File: config.mk
export PLATFORM = sky130hd
export DESIGN_NAME = literal_increment_run_encoder_unit
export DESIGN_NICKNAME = d
export VERILOG_FILES = /design/src/design/lirenc_pkg.sv /design/src/design/literal_increment_run_encoder_unit.sv /design/src/design/lirenc_ram.sv /design/src/design/lirenc_front.sv /design/src/design/lirenc_queue.sv /design/src/design/lirenc_back.sv
export SDC_FILE = /design/constraint.sdc
export NUM_CORES = 1
export LEC_CHECK = 0
export BUFFER_PORTS_ARGS = -buffer_cell sky130_fd_sc_hd__buf_4
export CELL_PAD_IN_SITES_DETAIL_PLACEMENT = 0
export CELL_PAD_IN_SITES_GLOBAL_PLACEMENT = 1
export CORE_ASPECT_RATIO = 1.75
export CORE_MARGIN = 2
export CORE_UTILIZATION = 40
export CTS_BUF_LIST = sky130_fd_sc_hd__clkbuf_4
export DETAILED_ROUTE_END_ITERATION = 8
export GPL_ROUTABILITY_DRIVEN = 0
export PLACE_DENSITY = 0.73
export SKIP_CTS_REPAIR_TIMING = 1
export SYNTH_ARGS = -nofsm -noshare
export SYNTH_HDL_FRONTEND = slang
export SYNTH_SLANG_ARGS = --single-unit
File: constraint.sdc
create_clock -name clk -period 5.6 [get_ports clk]
set_clock_uncertainty 0.05 [all_clocks]
set_input_delay 0.56 -clock clk [delete_from_list [all_inputs] [get_ports clk]]
set_output_delay 0.56 -clock clk [all_outputs]
set_load 0.05 [all_outputs]
File: src/design/lirenc_pkg.sv
// Shared constants and types for the literal/increment run encoder.
// Used by the front, queue, back and top-level modules; depends on nothing.
package lirenc_pkg;

  // Count cap for both nibbles of a chunk header.
  localparam int MAX_COUNT = 15;
  localparam int CNT_W     = 4;
  localparam int LC_W      = 5;

  // Literal FIFO: deep enough for one full open chunk plus queued chunks.
  localparam int LIT_DEPTH = 32;
  localparam int LIT_AW    = $clog2(LIT_DEPTH);
  localparam int LIT_CNT_W = LIT_AW + 1;

  // Chunk command FIFO between front and back.
  localparam int CMD_DEPTH = 4;
  localparam int CMD_AW    = $clog2(CMD_DEPTH);
  localparam int CMD_CNT_W = CMD_AW + 1;

  // Micro-operations produced by the front for one accepted byte.
  localparam int OP_DEPTH  = 4;
  localparam int OP_AW     = $clog2(OP_DEPTH);
  localparam int OP_CNT_W  = OP_AW + 1;

  typedef enum logic [1:0] {
    OP_PUSH = 2'b01,
    OP_CMD  = 2'b10
  } op_kind_t;

  typedef struct packed {
    op_kind_t    kind;
    logic [7:0]  data;
    logic        last;
  } op_t;

  typedef struct packed {
    logic        valid;
    logic [7:0]  data;
  } lit_push_t;

  typedef struct packed {
    logic [7:0]  hdr;
    logic        last;
  } chunk_cmd_t;

  typedef struct packed {
    logic        lit_full;
    logic        cmd_full;
  } q_status_t;

endpackage

File: src/design/literal_increment_run_encoder_unit.sv
// Literal/increment run encoder. A new byte is accepted only once every literal
// write and chunk command that the front planned for the previous byte has been
// issued to the queues. Each chunk goes out as its header byte followed by its
// literals, which are read from the literal FIFO. Reset clears step_size, the
// chunk state and both queues; the literal RAM is not cleared.
module literal_increment_run_encoder_unit (
  input  logic       clk,
  input  logic       rst_n,
  input  logic       cfg_wr_en,
  input  logic [7:0] cfg_wr_data,   // step_size
  input  logic       in_tvalid,
  output logic       in_tready,
  input  logic [7:0] in_tdata,      // [7:0] data_byte
  input  logic       in_tlast,      // final_byte
  output logic       out_tvalid,
  input  logic       out_tready,
  output logic [7:0] out_tdata,     // [7:0] out_byte
  output logic       out_tlast      // out_last
);
  import lirenc_pkg::*;

  lit_push_t  push;
  logic       cmd_valid;
  chunk_cmd_t cmd_in;
  q_status_t  q_status;
  logic       cmd_empty;
  chunk_cmd_t cmd_head;
  logic       cmd_pop;
  logic       lit_pop;
  logic [7:0] lit_data;

  lirenc_front u_front (
    .clk         (clk),
    .rst_n       (rst_n),
    .cfg_wr_en   (cfg_wr_en),
    .cfg_wr_data (cfg_wr_data),
    .in_valid    (in_tvalid),
    .in_ready    (in_tready),
    .in_data     (in_tdata),
    .in_final    (in_tlast),
    .push_o      (push),
    .cmd_valid_o (cmd_valid),
    .cmd_o       (cmd_in),
    .q_status_i  (q_status)
  );

  lirenc_queue u_queue (
    .clk         (clk),
    .rst_n       (rst_n),
    .push_i      (push),
    .cmd_valid_i (cmd_valid),
    .cmd_i       (cmd_in),
    .status_o    (q_status),
    .cmd_empty_o (cmd_empty),
    .cmd_head_o  (cmd_head),
    .cmd_pop_i   (cmd_pop),
    .lit_pop_i   (lit_pop),
    .lit_data_o  (lit_data)
  );

  lirenc_back u_back (
    .clk         (clk),
    .rst_n       (rst_n),
    .cmd_empty_i (cmd_empty),
    .cmd_i       (cmd_head),
    .cmd_pop_o   (cmd_pop),
    .lit_pop_o   (lit_pop),
    .lit_data_i  (lit_data),
    .out_valid   (out_tvalid),
    .out_ready   (out_tready),
    .out_data    (out_tdata),
    .out_last    (out_tlast)
  );

endmodule

File: src/design/lirenc_ram.sv
// Generic single-write, single-read RAM with a registered read port.
// Stand-alone; used for the literal FIFO storage.
module lirenc_ram #(
  parameter int WIDTH = 8,
  parameter int DEPTH = 32
) (
  input  logic                     clk,
  input  logic                     wr_en,
  input  logic [$clog2(DEPTH)-1:0] wr_addr,
  input  logic [WIDTH-1:0]         wr_data,
  input  logic                     rd_en,
  input  logic [$clog2(DEPTH)-1:0] rd_addr,
  output logic [WIDTH-1:0]         rd_data
);

  logic [WIDTH-1:0] mem_r [DEPTH];
  logic [WIDTH-1:0] rd_data_r;

  always_ff @(posedge clk) begin
    if (wr_en) begin
      mem_r[wr_addr] <= wr_data;
    end
    if (rd_en) begin
      rd_data_r <= mem_r[rd_addr];
    end
  end

  assign rd_data = rd_data_r;

endmodule

File: src/design/lirenc_front.sv
// Front end: takes source bytes, tracks the open chunk and emits literal
// writes and chunk commands one per cycle while their queue is not full. Depends on lirenc_pkg.
module lirenc_front (
  input  logic                   clk,
  input  logic                   rst_n,
  input  logic                   cfg_wr_en,
  input  logic [7:0]             cfg_wr_data,
  input  logic                   in_valid,
  output logic                   in_ready,
  input  logic [7:0]             in_data,
  input  logic                   in_final,
  output lirenc_pkg::lit_push_t  push_o,
  output logic                   cmd_valid_o,
  output lirenc_pkg::chunk_cmd_t cmd_o,
  input  lirenc_pkg::q_status_t  q_status_i
);
  import lirenc_pkg::*;

  logic [7:0]          step_r;
  logic [7:0]          rv_r, rv_nxt;
  logic [LC_W-1:0]     lc_r, lc_nxt;
  logic [CNT_W-1:0]    ic_r, ic_nxt;
  op_t                 op_r [OP_DEPTH];
  logic [OP_CNT_W-1:0] op_cnt_r;

  op_t                 plan [OP_DEPTH];
  logic [OP_CNT_W-1:0] plan_cnt;
  logic [OP_AW-1:0]    last_idx;
  logic                has_cmd;
  logic [7:0]          pred;
  logic [CNT_W-1:0]    ic_inc;
  logic [LC_W-1:0]     lc_a, lc_b, lc_c;
  logic [CNT_W-1:0]    ic_c;
  logic                accept;
  logic                can_issue;
  op_t                 head;

  function automatic op_t mk_push(input logic [7:0] b);
    op_t o;
    o.kind = OP_PUSH;
    o.data = b;
    o.last = 1'b0;
    return o;
  endfunction

  function automatic op_t mk_cmd(input logic [CNT_W-1:0] lits, input logic [CNT_W-1:0] incs);
    op_t o;
    o.kind = OP_CMD;
    o.data = {incs, lits};
    o.last = 1'b0;
    return o;
  endfunction

  // Work out the whole effect of one byte: the new chunk state and the
  // ordered list of literal writes and chunk commands it causes.
  always_comb begin
    pred     = rv_r + step_r;
    ic_inc   = ic_r + CNT_W'(1);
    plan_cnt = '0;
    last_idx = '0;
    has_cmd  = 1'b0;
    lc_a     = lc_r;
    lc_b     = lc_r;
    lc_c     = lc_r;
    ic_c     = ic_r;
    for (int i = 0; i < OP_DEPTH; i++) begin
      plan[i] = mk_push(8'h00);
    end

    if (in_data == pred) begin
      if (ic_inc >= CNT_W'(MAX_COUNT)) begin
        plan[plan_cnt[OP_AW-1:0]] = mk_cmd(lc_r[CNT_W-1:0], ic_inc);
        last_idx = plan_cnt[OP_AW-1:0];
        has_cmd  = 1'b1;
        plan_cnt = plan_cnt + OP_CNT_W'(1);
        lc_c     = '0;
        ic_c     = '0;
      end else begin
        ic_c = ic_inc;
      end
    end else begin
      if (ic_r > CNT_W'(1)) begin
        plan[plan_cnt[OP_AW-1:0]] = mk_cmd(lc_r[CNT_W-1:0], ic_r);
        last_idx = plan_cnt[OP_AW-1:0];
        has_cmd  = 1'b1;
        plan_cnt = plan_cnt + OP_CNT_W'(1);
        lc_a     = '0;
      end else if (ic_r == CNT_W'(1)) begin
        // A lone increment turns into a literal.
        plan[plan_cnt[OP_AW-1:0]] = mk_push(rv_r);
        plan_cnt = plan_cnt + OP_CNT_W'(1);
        lc_a     = lc_r + LC_W'(1);
      end
      plan[plan_cnt[OP_AW-1:0]] = mk_push(in_data);
      plan_cnt = plan_cnt + OP_CNT_W'(1);
      lc_b     = lc_a + LC_W'(1);
      ic_c     = '0;
      if (lc_b >= LC_W'(MAX_COUNT)) begin
        // A full chunk; a sixteenth literal carries over to the next one.
        plan[plan_cnt[OP_AW-1:0]] = mk_cmd(CNT_W'(MAX_COUNT), '0);
        last_idx = plan_cnt[OP_AW-1:0];
        has_cmd  = 1'b1;
        plan_cnt = plan_cnt + OP_CNT_W'(1);
        lc_c     = lc_b - LC_W'(MAX_COUNT);
      end else begin
        lc_c = lc_b;
      end
    end

    if (in_final && (lc_c != '0 || ic_c != '0)) begin
      plan[plan_cnt[OP_AW-1:0]] = mk_cmd(lc_c[CNT_W-1:0], ic_c);
      last_idx = plan_cnt[OP_AW-1:0];
      has_cmd  = 1'b1;
      plan_cnt = plan_cnt + OP_CNT_W'(1);
    end

    if (has_cmd) begin
      plan[last_idx].last = 1'b1;
    end

    if (in_final) begin
      rv_nxt = '0;
      lc_nxt = '0;
      ic_nxt = '0;
    end else begin
      rv_nxt = in_data;
      lc_nxt = lc_c;
      ic_nxt = ic_c;
    end
  end

  assign head     = op_r[0];
  assign in_ready = (op_cnt_r == '0);
  assign accept   = in_valid && in_ready;

  always_comb begin
    can_issue = 1'b0;
    if (op_cnt_r != '0) begin
      unique case (head.kind)
        OP_PUSH: can_issue = !q_status_i.lit_full;
        OP_CMD:  can_issue = !q_status_i.cmd_full;
        default: can_issue = 1'b0;
      endcase
    end
  end

  assign push_o.valid = can_issue && (head.kind == OP_PUSH);
  assign push_o.data  = head.data;
  assign cmd_valid_o  = can_issue && (head.kind == OP_CMD);
  assign cmd_o.hdr    = head.data;
  assign cmd_o.last   = head.last;

  always_ff @(posedge clk) begin
    if (!rst_n) begin
      step_r   <= '0;
      rv_r     <= '0;
      lc_r     <= '0;
      ic_r     <= '0;
      op_cnt_r <= '0;
    end else begin
      if (cfg_wr_en) begin
        step_r <= cfg_wr_data;
      end
      if (accept) begin
        rv_r     <= rv_nxt;
        lc_r     <= lc_nxt;
        ic_r     <= ic_nxt;
        op_cnt_r <= plan_cnt;
      end else if (can_issue) begin
        op_cnt_r <= op_cnt_r - OP_CNT_W'(1);
      end
    end
  end

  always_ff @(posedge clk) begin
    if (accept) begin
      for (int i = 0; i < OP_DEPTH; i++) begin
        op_r[i] <= plan[i];
      end
    end else if (can_issue) begin
      for (int i = 0; i < OP_DEPTH - 1; i++) begin
        op_r[i] <= op_r[i + 1];
      end
    end
  end

endmodule

File: src/design/lirenc_queue.sv
// Queues between front and back: a small chunk command FIFO in flops and
// a literal FIFO held in lirenc_ram. Depends on lirenc_pkg and lirenc_ram.
module lirenc_queue (
  input  logic                   clk,
  input  logic                   rst_n,
  input  lirenc_pkg::lit_push_t  push_i,
  input  logic                   cmd_valid_i,
  input  lirenc_pkg::chunk_cmd_t cmd_i,
  output lirenc_pkg::q_status_t  status_o,
  output logic                   cmd_empty_o,
  output lirenc_pkg::chunk_cmd_t cmd_head_o,
  input  logic                   cmd_pop_i,
  input  logic                   lit_pop_i,
  output logic [7:0]             lit_data_o
);
  import lirenc_pkg::*;

  chunk_cmd_t           cmd_mem_r [CMD_DEPTH];
  logic [CMD_AW-1:0]    cmd_wp_r, cmd_rp_r;
  logic [CMD_CNT_W-1:0] cmd_cnt_r;
  logic [LIT_AW-1:0]    lit_wp_r, lit_rp_r;
  logic [LIT_CNT_W-1:0] lit_cnt_r;

  assign status_o.cmd_full = (cmd_cnt_r == CMD_CNT_W'(CMD_DEPTH));
  assign status_o.lit_full = (lit_cnt_r == LIT_CNT_W'(LIT_DEPTH));
  assign cmd_empty_o       = (cmd_cnt_r == '0);
  assign cmd_head_o        = cmd_mem_r[cmd_rp_r];

  always_ff @(posedge clk) begin
    if (cmd_valid_i) begin
      cmd_mem_r[cmd_wp_r] <= cmd_i;
    end
  end

  always_ff @(posedge clk) begin
    if (!rst_n) begin
      cmd_wp_r  <= '0;
      cmd_rp_r  <= '0;
      cmd_cnt_r <= '0;
      lit_wp_r  <= '0;
      lit_rp_r  <= '0;
      lit_cnt_r <= '0;
    end else begin
      if (cmd_valid_i) begin
        cmd_wp_r <= cmd_wp_r + CMD_AW'(1);
      end
      if (cmd_pop_i) begin
        cmd_rp_r <= cmd_rp_r + CMD_AW'(1);
      end
      cmd_cnt_r <= cmd_cnt_r + CMD_CNT_W'(cmd_valid_i) - CMD_CNT_W'(cmd_pop_i);
      if (push_i.valid) begin
        lit_wp_r <= lit_wp_r + LIT_AW'(1);
      end
      if (lit_pop_i) begin
        lit_rp_r <= lit_rp_r + LIT_AW'(1);
      end
      lit_cnt_r <= lit_cnt_r + LIT_CNT_W'(push_i.valid) - LIT_CNT_W'(lit_pop_i);
    end
  end

  lirenc_ram #(
    .WIDTH (8),
    .DEPTH (LIT_DEPTH)
  ) u_lit_ram (
    .clk     (clk),
    .wr_en   (push_i.valid),
    .wr_addr (lit_wp_r),
    .wr_data (push_i.data),
    .rd_en   (lit_pop_i),
    .rd_addr (lit_rp_r),
    .rd_data (lit_data_o)
  );

endmodule

File: src/design/lirenc_back.sv
// Back end: takes chunk commands, sends the header and then reads the
// chunk's literals out of the literal FIFO. Depends on lirenc_pkg.
module lirenc_back (
  input  logic                   clk,
  input  logic                   rst_n,
  input  logic                   cmd_empty_i,
  input  lirenc_pkg::chunk_cmd_t cmd_i,
  output logic                   cmd_pop_o,
  output logic                   lit_pop_o,
  input  logic [7:0]             lit_data_i,
  output logic                   out_valid,
  input  logic                   out_ready,
  output logic [7:0]             out_data,
  output logic                   out_last
);
  import lirenc_pkg::*;

  typedef enum logic [2:0] {
    B_IDLE = 3'b001,
    B_HDR  = 3'b010,
    B_LIT  = 3'b100
  } back_state_t;

  back_state_t      state_r, state_nxt;
  logic [7:0]       hdr_r, hdr_nxt;
  logic             last_r, last_nxt;
  logic [CNT_W-1:0] rd_left_r, rd_left_nxt;
  logic [CNT_W-1:0] out_left_r, out_left_nxt;
  logic             pend_r, pend_nxt;
  logic             out_valid_r;
  logic [7:0]       out_data_r;
  logic             out_last_r;

  logic             slot_free;
  logic             out_load;
  logic [7:0]       out_byte;
  logic             out_byte_last;
  logic             load_lit;
  logic             issue;

  assign slot_free = !out_valid_r || out_ready;

  always_comb begin
    state_nxt     = state_r;
    hdr_nxt       = hdr_r;
    last_nxt      = last_r;
    rd_left_nxt   = rd_left_r;
    out_left_nxt  = out_left_r;
    pend_nxt      = pend_r;
    cmd_pop_o     = 1'b0;
    lit_pop_o     = 1'b0;
    out_load      = 1'b0;
    out_byte      = hdr_r;
    out_byte_last = 1'b0;
    load_lit      = 1'b0;
    issue         = 1'b0;
    unique case (state_r)
      B_IDLE: begin
        if (!cmd_empty_i) begin
          cmd_pop_o = 1'b1;
          hdr_nxt   = cmd_i.hdr;
          last_nxt  = cmd_i.last;
          state_nxt = B_HDR;
        end
      end
      B_HDR: begin
        if (slot_free) begin
          out_load      = 1'b1;
          out_byte      = hdr_r;
          out_byte_last = last_r && (hdr_r[CNT_W-1:0] == '0);
          rd_left_nxt   = hdr_r[CNT_W-1:0];
          out_left_nxt  = hdr_r[CNT_W-1:0];
          pend_nxt      = 1'b0;
          state_nxt     = (hdr_r[CNT_W-1:0] == '0) ? B_IDLE : B_LIT;
        end
      end
      B_LIT: begin
        // Read data stays in the RAM's output register until it moves on.
        load_lit = pend_r && slot_free;
        issue    = (rd_left_r != '0) && (!pend_r || load_lit);
        if (load_lit) begin
          out_load      = 1'b1;
          out_byte      = lit_data_i;
          out_byte_last = last_r && (out_left_r == CNT_W'(1));
          out_left_nxt  = out_left_r - CNT_W'(1);
          if (out_left_r == CNT_W'(1)) begin
            state_nxt = B_IDLE;
          end
        end
        if (issue) begin
          lit_pop_o   = 1'b1;
          rd_left_nxt = rd_left_r - CNT_W'(1);
        end
        pend_nxt = issue || (pend_r && !load_lit);
      end
      default: begin
        state_nxt = B_IDLE;
      end
    endcase
  end

  always_ff @(posedge clk) begin
    if (!rst_n) begin
      state_r     <= B_IDLE;
      pend_r      <= 1'b0;
      out_valid_r <= 1'b0;
    end else begin
      state_r <= state_nxt;
      pend_r  <= pend_nxt;
      if (out_load) begin
        out_valid_r <= 1'b1;
      end else if (out_ready) begin
        out_valid_r <= 1'b0;
      end
    end
  end

  always_ff @(posedge clk) begin
    hdr_r      <= hdr_nxt;
    last_r     <= last_nxt;
    rd_left_r  <= rd_left_nxt;
    out_left_r <= out_left_nxt;
    if (out_load) begin
      out_data_r <= out_byte;
      out_last_r <= out_byte_last;
    end
  end

  assign out_valid = out_valid_r;
  assign out_data  = out_data_r;
  assign out_last  = out_last_r;

endmodule
==> results of run 1 <==
-- placed cells by master, fill, tap and decap left out, drive strengths merged, types with 9 or more instances in the layout --
cell,n
clkbuf,151
xnor2,26
nor3b,9
a31oi,19
o211ai,9
nor2b,33
or3,10
mux2,23
dfxtp,56
a21oi,48
nor3,9
o31ai,10
buf,60
inv,46
and2,22
mux4,89
ha,49
nand3,18
nand2,64
nor2,93
edfxtp,370
mux2i,18
a22oi,11
and3,11
o21ai,33
clkinv,25
-- report_power, final --
group          switching, W  internal [W]  leakage (nW)
Combinational      0.000914      0.000477          2.44
Clock               0.00122       0.00133         0.783
Sequential         0.000273       0.00418          3.82
Total               0.00241       0.00599          7.04
-- worst max-delay path: stages, from the launching register on --
cell	delay, ns
dfxtp_2	0.39
inv_1	0.13
ha_1	0.25
nor2b_1	0.17
nand2_1	0.12
inv_1	0.07
a22oi_2	0.24
inv_1	0.12
ha_1	0.23
buf_4	0.16
a21o_1	0.16
a221oi_1	0.29
ha_2	0.27
inv_1	0.07
o21ai_0	0.15
o21a_1	0.23
or2_1	0.14
buf_4	0.13
inv_1	0.05
ha_1	0.18
nand2b_1	0.21
inv_1	0.18
ha_1	0.29
o211ai_2	0.25
nand3_1	0.23
a31oi_1	0.11
-- per-stage QoR --
step,instances,setup WS (ns),total power (W),hold WS (ns)
finish,2011,0.439,0.00840,0.00487
global route,2010,-0.0399,0.00884,0.000000500
CTS,2003,0.267,0.00852,-0.122
detailed placement,1821,0.306,0.00595,0.460
global placement,1821,0.458,0.00588,0.453
floorplan,1235,0.701,0.00536,0.409
-- flip-flops by register name, indices dropped and copies added, names as in the netlist, 4 cells and up --
register,count
u_front.op_r,44
u_front.ic_r,4
u_front.step_r,8
u_back.out_data,8
u_queue.cmd_mem_r,36
u_queue.lit_cnt_r,6
u_back.out_left_r,4
u_front.rv_r,8
u_queue.lit_wp_r,5
u_back.hdr_r,8
u_queue.lit_rp_r,5
u_queue.u_lit_ram.mem_r,256
u_front.lc_r,5
u_queue.u_lit_ram.rd_data,8
u_back.rd_left_r,4
-- cells by family (layout without fill, tap and decap cells) --
kind of cell	after synthesis	after routing	share of synthesized area, %
xor gates and xnor gates	34	34	1.58
DFF	426	426	65.0
other	0	2	0
muxes	130	130	13.0
adders and majority gates	52	52	3.58
buffers and inverters	106	292	2.21
AOI/OAI and AO/OA	184	184	6.58
and+or+nand+nor	303	303	8.11
-- routing by layer --
metal  global-route usage, %  wire length, um  vias to the layer above
li1                        -                -                     5069
met1                    18.0            14800                     5465
met2                    34.5            24300                      329
met3                    3.03             1830                      111
met4                    9.59             1900                        0
met5                       0                0                        -
-- path summary, 6_finish.rpt --
path | from | end | slack, ns | cells after the start
worst max register to register | u_front.ic_r[0] | u_front.op_r[2][1] | 0.44 | 25
worst min-delay path | cfg_wr_data[5] | u_front.step_r[5] | 0.005 | 3
worst min register to register | u_front.op_r[3][8] | u_front.op_r[2][8] | 0.45 | 2
worst max-delay path | u_front.ic_r[0] | u_front.op_r[2][1] | 0.44 | 25
-- final cells by class --
cell class / count / share of cell area, %
timing repair buffer: 66 / 2.41
tap: 588 / 3.47
sequential: 426 / 57.8
inverter: 44 / 0.779
antenna: 2 / 0.0236
multi-input combinational: 703 / 29.3
clock inverter: 31 / 0.927
clock buffer: 151 / 5.35
==> flow_summary.toml, run 1 <==
[synth]
synthesis.nets = 1309
synthFlopType = "edfxtp_1"
synth.distinct_cells = 72
syn_avg_cell_area_um2 = 15.2
yosysTopAreaCell = "edfxtp_1"
ys_seq_area_share_pct = 65.0
synth_seq_cells = 426
synthTopCellsByCount = "edfxtp_1, nor2_1, mux4_2"
synth_edf_count = 370
synthCells = 1235
synthTopCellsByArea = "edfxtp_1, mux4_2, dfxtp_1"
yosys.cell_count.top_type = "edfxtp_1"
async_flop_share_pct = 0
yosys_warnings = 0
netlist_area_um2 = 18800
synth_top_cell_area_share_pct = 59.0

[floorplan]
die_h_um = 291
pin_count = 33
die_area_um2 = 48900
core_um2 = 46600
start_util_pct = 40.4
die_x_um = 168
num_rows = 105

[sta]
finalSetupTns_ns = 0
min_period_over_period_pct = 92.2
slew_violations = 0
setup_viol = 0
max_slew_margin_pct = 15.4
max_clock_freq_mhz = 194
finalHoldViolCount = 0
worstMarginPinSlew_ns = 1.27
period_minus_slack_ns = 5.16

[grt]
antenna_found_initial = 1
grt_overflow = 0
grt_pass1_wl_mm = 66.0
first_global_vias = 11500
grt.total_usage_pct = 17.9
grt_max_degree = 57

[clock_tree]
clock_latency_ns = 0.80
htreeDepth = 3
tritoncts = "done"
path_clk_slew_ns = 0.07
cts-buffers-inserted = 98
cts_max_path_buffers = 3
cts_sinks = 426
cts_root_buf = "clkbuf_4"

[power]
leakagePower_nw = 7.04
power_density_nw_per_um2 = 396
ir_worst_vdd_mv = 0.225

[detailed_routing]
drtAntennaViolNets = 0
drtPass1Iterations = 5
viasPerCell = 5.46
drt_iter0_drc = 680
vias = 11000
routed_wl_mm = 42.8
drc = 0
wl_per_cell_um = 21.3

[worst_setup_path]
cp.required_ns = 6.03
end_kind = "flop"
crit_fanout = 7
path_class = "flop to flop"
worst_setup_path_start_kind = "flop"
arrival_ns = 5.59

[finish]
drive_gt1_share_pct = 24.8
final_area_um2 = 21200
regArea_um2 = 12200
fill_cells = 4112
syn2layout_area_growth_pct = 12.6
finalCoreUtilization_pct = 45.4
final_nets = 1413
multi_input_area_um2 = 6210

[min_path]
min_path_type = "input pin to flop"

[place]
hpwl_mm = 29.3
place_area_um2 = 19800
portBuffers = 32

[outcome]
status = "completed"

[run]
cap_violations = 0
Power figures use the tool's default switching activity.
==> run 2, diff against run 1 <==
--- a/config.mk
+++ b/config.mk
@@ -11,11 +11,12 @@
 export CORE_ASPECT_RATIO = 1.75
 export CORE_MARGIN = 2
 export CORE_UTILIZATION = 40
-export CTS_BUF_LIST = sky130_fd_sc_hd__clkbuf_4
+export CTS_BUF_LIST = sky130_fd_sc_hd__clkbuf_4 sky130_fd_sc_hd__clkbuf_8 sky130_fd_sc_hd__clkbuf_16
 export DETAILED_ROUTE_END_ITERATION = 8
 export GPL_ROUTABILITY_DRIVEN = 0
 export PLACE_DENSITY = 0.73
 export SKIP_CTS_REPAIR_TIMING = 1
+export SLEW_MARGIN = 5
 export SYNTH_ARGS = -nofsm -noshare
 export SYNTH_HDL_FRONTEND = slang
 export SYNTH_SLANG_ARGS = --single-unit
==> run 2 against run 1 <==
Compared with the run above: first-iteration DRC count grew 2.9%; global-route usage shrank 0.35 points; utilization hardly changed; sequential power hardly changed; setup slack gained 0.016 ns; critical path type unchanged; critical endpoint unchanged; largest power group unchanged; highest routed layer unchanged.
==> flow_summary.toml, run 2 (synthesis results as in run 1) <==
[detailed_routing]
routed_wl_mm = 42.1
drc = 0
viasPerCell = 5.52
drt_iter0_drc = 700
drtAntennaViolNets = 0
wl_per_cell_um = 22.2
vias = 10400
drtPass1Iterations = 7

[power]
leakagePower_nw = 6.92
power_density_nw_per_um2 = 410
ir_worst_vdd_mv = 0.272

[finish]
largest_reg_flops = 256
syn2layout_area_growth_pct = 12.5
stdcell_count = 1894
reg_top3 = "u_queue.u_lit_ram.mem_r x256, u_front.op_r x44, u_queue.cmd_mem_r x36"
final_common_cell = "edfxtp_1"
antenna_cells = 0
max_flop_register = "u_queue.u_lit_ram.mem_r"
drive_gt1_share_pct = 19.6
final_cell_mix = "edfxtp_1, nor2_1, mux4_2, nand2_1, buf_4"
final_nets = 1349

[worst_setup_path]
arrival_ns = 5.37
worst_setup_path_start_kind = "flop"
path_class = "flop to flop"
cp.required_ns = 5.83
end_kind = "flop"
crit_fanout = 11

[sta]
slew_violations = 0
rsz0062_at_grt = "no"
max_slew_margin_pct = 14.8
worstMarginPinSlew_ns = 1.28
setup_viol = 0
finalHoldViolCount = 0
min_period_over_period_pct = 91.9
max_clock_freq_mhz = 194
finalSetupTns_ns = 0
period_minus_slack_ns = 5.14

[clock_tree]
clock_latency_ns = 0.54
cts_sinks = 426
htreeDepth = 2
cts-buffers-inserted = 39
cts_max_path_buffers = 3
tritoncts = "done"
path_clk_slew_ns = 0.06
cts_root_buf = "clkbuf_16"

[min_path]
min_path_type = "input pin to flop"

[floorplan]
die_h_um = 291
die_x_um = 168
num_rows = 105
start_util_pct = 40.4
die_area_um2 = 48900
pin_count = 33
core_um2 = 46600

[grt]
grt-busiest-layer = "met2"
grt.total_usage_pct = 17.5
antenna_found_initial = 0
use_met3_pct = 2.13
first_global_vias = 10900
use_met1_pct = 18.6
grt_pass1_wl_mm = 65.1
grt_overflow = 0
use_met2_pct = 34.0
grt_max_degree = 57

[run]
cap_violations = 0

[outcome]
status = "completed"

[place]
hpwl_mm = 29.3
portBuffers = 32
dp.cells = 1821
## run 2: cell types whose count changed in the layout (fill, tap and decap cells not counted), moves of 2 or more
cell           delta
bufinv_16         +4
dlygate4sd3_1     -6
diode_2           -2
clkbuf_16        +40
clkinv_1         -12
clkinv_4          +2
clkbuf_4        -146
## run 2: final timing paths
path / start / cells after the start / slack [ns] / end
hold / removal: cfg_wr_data[6] / 3 / 0.24 / u_front.step_r[6]
hold reg to reg: u_queue.cmd_wp_r[1] / 2 / 0.46 / u_queue.cmd_wp_r[1]
setup reg to reg: u_front.ic_r[1] / 24 / 0.46 / u_front.op_r[2][1]
setup / recovery: u_front.ic_r[1] / 24 / 0.46 / u_front.op_r[2][1]
## run 2: cell type report
class | instances | area [um^2]
tap | 588 | 736
sequential | 426 | 12200
timing repair buffer | 61 | 478
clock inverter | 26 | 313
multi-input combinational | 703 | 6210
inverter | 44 | 165
fill | 4032 | 25500
clock buffer | 46 | 1050
## run 2: where the power goes
part	internal, W	switching, W
Clock	0.00164	0.00118
Sequential	0.00418	0.000247
Combinational	0.000494	0.000941
Total	0.00632	0.00237
## run 2: metrics by stage
step                power, W  hold slack [ns]  utilization (%)  instance area (um^2)  setup WS, ns
floorplan            0.00536            0.409                -                 18800         0.701
global placement     0.00588            0.453             42.4                 19800         0.458
detailed placement   0.00595            0.460             42.4                 19800         0.306
CTS                  0.00877            0.210             45.3                 21100         0.267
global route         0.00907            0.226             45.4                 21200        0.0154
finish               0.00868            0.238             45.4                 21200         0.455
## run 2: critical path, stage by stage (launching register included)
cell and delay [ns]:
dfxtp_1 0.43, inv_1 0.10, ha_1 0.22, buf_4 0.18
and2_1 0.24, a22oi_2 0.23, inv_1 0.12, ha_1 0.23
buf_4 0.16, a21o_1 0.16, a221oi_1 0.29, ha_2 0.27
inv_1 0.08, o21ai_0 0.15, o21a_1 0.23, or2_1 0.14
buf_4 0.13, inv_1 0.05, ha_1 0.18, nand2b_1 0.21
inv_1 0.18, ha_1 0.29, o211ai_2 0.25, nand3_1 0.23
a31oi_1 0.11
## run 2: layer usage
| metal | part of all wire [%] | up-vias |
|---|---|---|
| met2 | 56 | 246 |
| met1 | 35 | 5256 |
| met4 | 4.9 | 0 |
| met3 | 3.5 | 90 |
| li1 | - | 4855 |
| met5 | 0 | - |
==> run 3, diff against run 2 <==
--- a/config.mk
+++ b/config.mk
@@ -5,7 +5,7 @@
 export SDC_FILE = /design/constraint.sdc
 export NUM_CORES = 1
 export LEC_CHECK = 0
-export BUFFER_PORTS_ARGS = -buffer_cell sky130_fd_sc_hd__buf_4
+export BUFFER_PORTS_ARGS = -buffer_cell sky130_fd_sc_hd__buf_2
 export CELL_PAD_IN_SITES_DETAIL_PLACEMENT = 0
 export CELL_PAD_IN_SITES_GLOBAL_PLACEMENT = 1
 export CORE_ASPECT_RATIO = 1.75
==> run 3 against run 2 <==
Compared with the run above: utilization shrank 0.17 points; clock power barely moved; sequential power about the same; hold slack got worse by 0.0080 ns; sequential cell count unchanged; count of clock-buffer cells in the layout increased by 6; sequential share of layout area grew 0.22 points; critical path depth fell by 1; critical endpoint is now u_front.op_r[1][8].
==> flow_summary.toml, run 3 (synthesis results as in run 1) <==
[finish]
finalCoreUtilization_pct = 45.3
final_area_um2 = 21100
antenna_cells = 0
final_common_cell = "edfxtp_1"
reg_top3 = "u_queue.u_lit_ram.mem_r x256, u_front.op_r x44, u_queue.cmd_mem_r x36"
syn2layout_area_growth_pct = 12.1
drive_gt1_share_pct = 20.2
fill_cells = 4061
final_nets = 1352
largest_reg_flops = 256
max_flop_register = "u_queue.u_lit_ram.mem_r"
final_cell_mix = "edfxtp_1, nor2_1, mux4_2, nand2_1, dfxtp_1"

[run]
cap_violations = 0

[grt]
grt.total_usage_pct = 17.6
grt_max_degree = 57
grt_pass1_wl_mm = 65.3
use_met1_pct = 17.8
grt_overflow = 0
antenna_found_initial = 0
first_global_vias = 11200
grt-busiest-layer = "met2"
use_met3_pct = 2.11
use_met2_pct = 35.1

[sta]
min_period_over_period_pct = 91.4
period_minus_slack_ns = 5.12
finalHoldViolCount = 0
finalSetupTns_ns = 0
max_clock_freq_mhz = 195
worstMarginPinSlew_ns = 1.30
setup_viol = 0
max_slew_margin_pct = 13.3
slew_violations = 0

[worst_setup_path]
cp_slowest_stage_delay_ns = 0.44
cp.required_ns = 5.93
crit_fanout = 12
cp_cell_sequence = "inv_1 -> ha_1 -> buf_4 -> and2_1 -> a22oi_1 -> inv_1 -> ha_1 -> buf_4 -> a21o_1 -> a221oi_1 -> ha_2 -> inv_1 -> o21ai_0 -> o21a_1 -> or2_1 -> inv_1 -> ha_1 -> nand2b_1 -> ha_1 -> nand2_1 -> o21bai_4 -> mux2_2 -> o21ai_0"
path_class = "flop to flop"
arrival_ns = 5.45
cp_num_buf_inv = 6
cpMaxStageDelayCell = "dfxtp_1"
worst_setup_path_start_kind = "flop"
end_kind = "flop"
cp_top_family = "compound AO/OA/AOI/OAI gates"

[power]
leakagePower_nw = 6.87
p_sw_w = 0.00239
switching_share_pct = 27.6
pwr-share-seq_pct = 51.1
power_density_nw_per_um2 = 409
total_power_w = 0.00864
clockPowerShare_pct = 32.3
ir_worst_vdd_mv = 0.271
intPower_w = 0.00625
p_comb_share_pct = 16.6

[detailed_routing]
drtPass1Iterations = 5
vias = 10400
drt_iter0_drc = 708
drtAntennaViolNets = 0
wl_per_cell_um = 22.2
drc = 0
viasPerCell = 5.49
routed_wl_mm = 42.2

[floorplan]
pin_count = 33
num_rows = 105
die_h_um = 291
die_area_um2 = 48900
core_um2 = 46600
die_x_um = 168
start_util_pct = 40.4

[min_path]
min_path_type = "input pin to flop"

[clock_tree]
cts-buffers-inserted = 40
cts_root_buf = "clkbuf_16"
path_clk_slew_ns = 0.06
htreeDepth = 2
cts_sinks = 426
cts_max_path_buffers = 3
tritoncts = "done"
clock_latency_ns = 0.56

[place]
hpwl_mm = 29.4
place_area_um2 = 19700
portBuffers = 32

[outcome]
status = "completed"
-- run 3: layout make-up --
cell class / count / area, um^2 / area share [%]
clock inverter: 22 / 255 / 1.21
multi-input combinational: 703 / 6220 / 29.5
clock buffer: 52 / 1100 / 5.23
timing repair buffer: 63 / 393 / 1.86
sequential: 426 / 12200 / 58.0
tap: 588 / 736 / 3.49
inverter: 44 / 165 / 0.782
-- run 3: per-layer routing --
| metal | share of wire [%] | up-vias |
|---|---|---|
| met1 | 35 | 5293 |
| met5 | 0 | - |
| met4 | 4.5 | 0 |
| li1 | - | 4850 |
| met3 | 3.0 | 72 |
| met2 | 58 | 205 |
-- run 3: final timing paths --
path	start	to	slack (ns)	depth (start not counted)
worst max-delay path	u_front.ic_r[1]	u_front.op_r[1][8]	0.48	23
worst min-delay path	cfg_wr_data[0]	u_front.step_r[0]	0.23	3
worst max register to register	u_front.ic_r[1]	u_front.op_r[1][8]	0.48	23
worst min register to register	u_front.op_r[0][0]	u_queue.cmd_mem_r[3][0]	0.45	0
-- run 3: per-stage QoR --
stage          std cells  hold WS, ns  setup slack [ns]
2_1_floorplan       1235        0.409             0.701
3_3_place_gp        1824        0.452             0.376
3_5_place_dp        1824        0.465             0.279
4_1_cts             1898        0.208             0.233
5_1_grt             1898        0.241          -0.00102
6_report            1898        0.230             0.483
-- run 3: worst register-to-register path, delay by kind of cell (launching register included) --
kind	cells	cell delay (ns)
buf+inv	6	0.73
flops	1	0.44
mux	1	0.37
compound gates	7	1.43
simple gates	4	0.76
fa+ha+maj	5	1.19
-- run 3: power by group through the flow --
stage	clock network, W	registers, W	logic (W)
after floorplan	0	0.00451	0.000855
after global placement	0	0.00448	0.00140
after detailed placement	0	0.00449	0.00145
after CTS	0.00286	0.00442	0.00146
after global routing	0.00297	0.00446	0.00159
final	0.00279	0.00442	0.00143
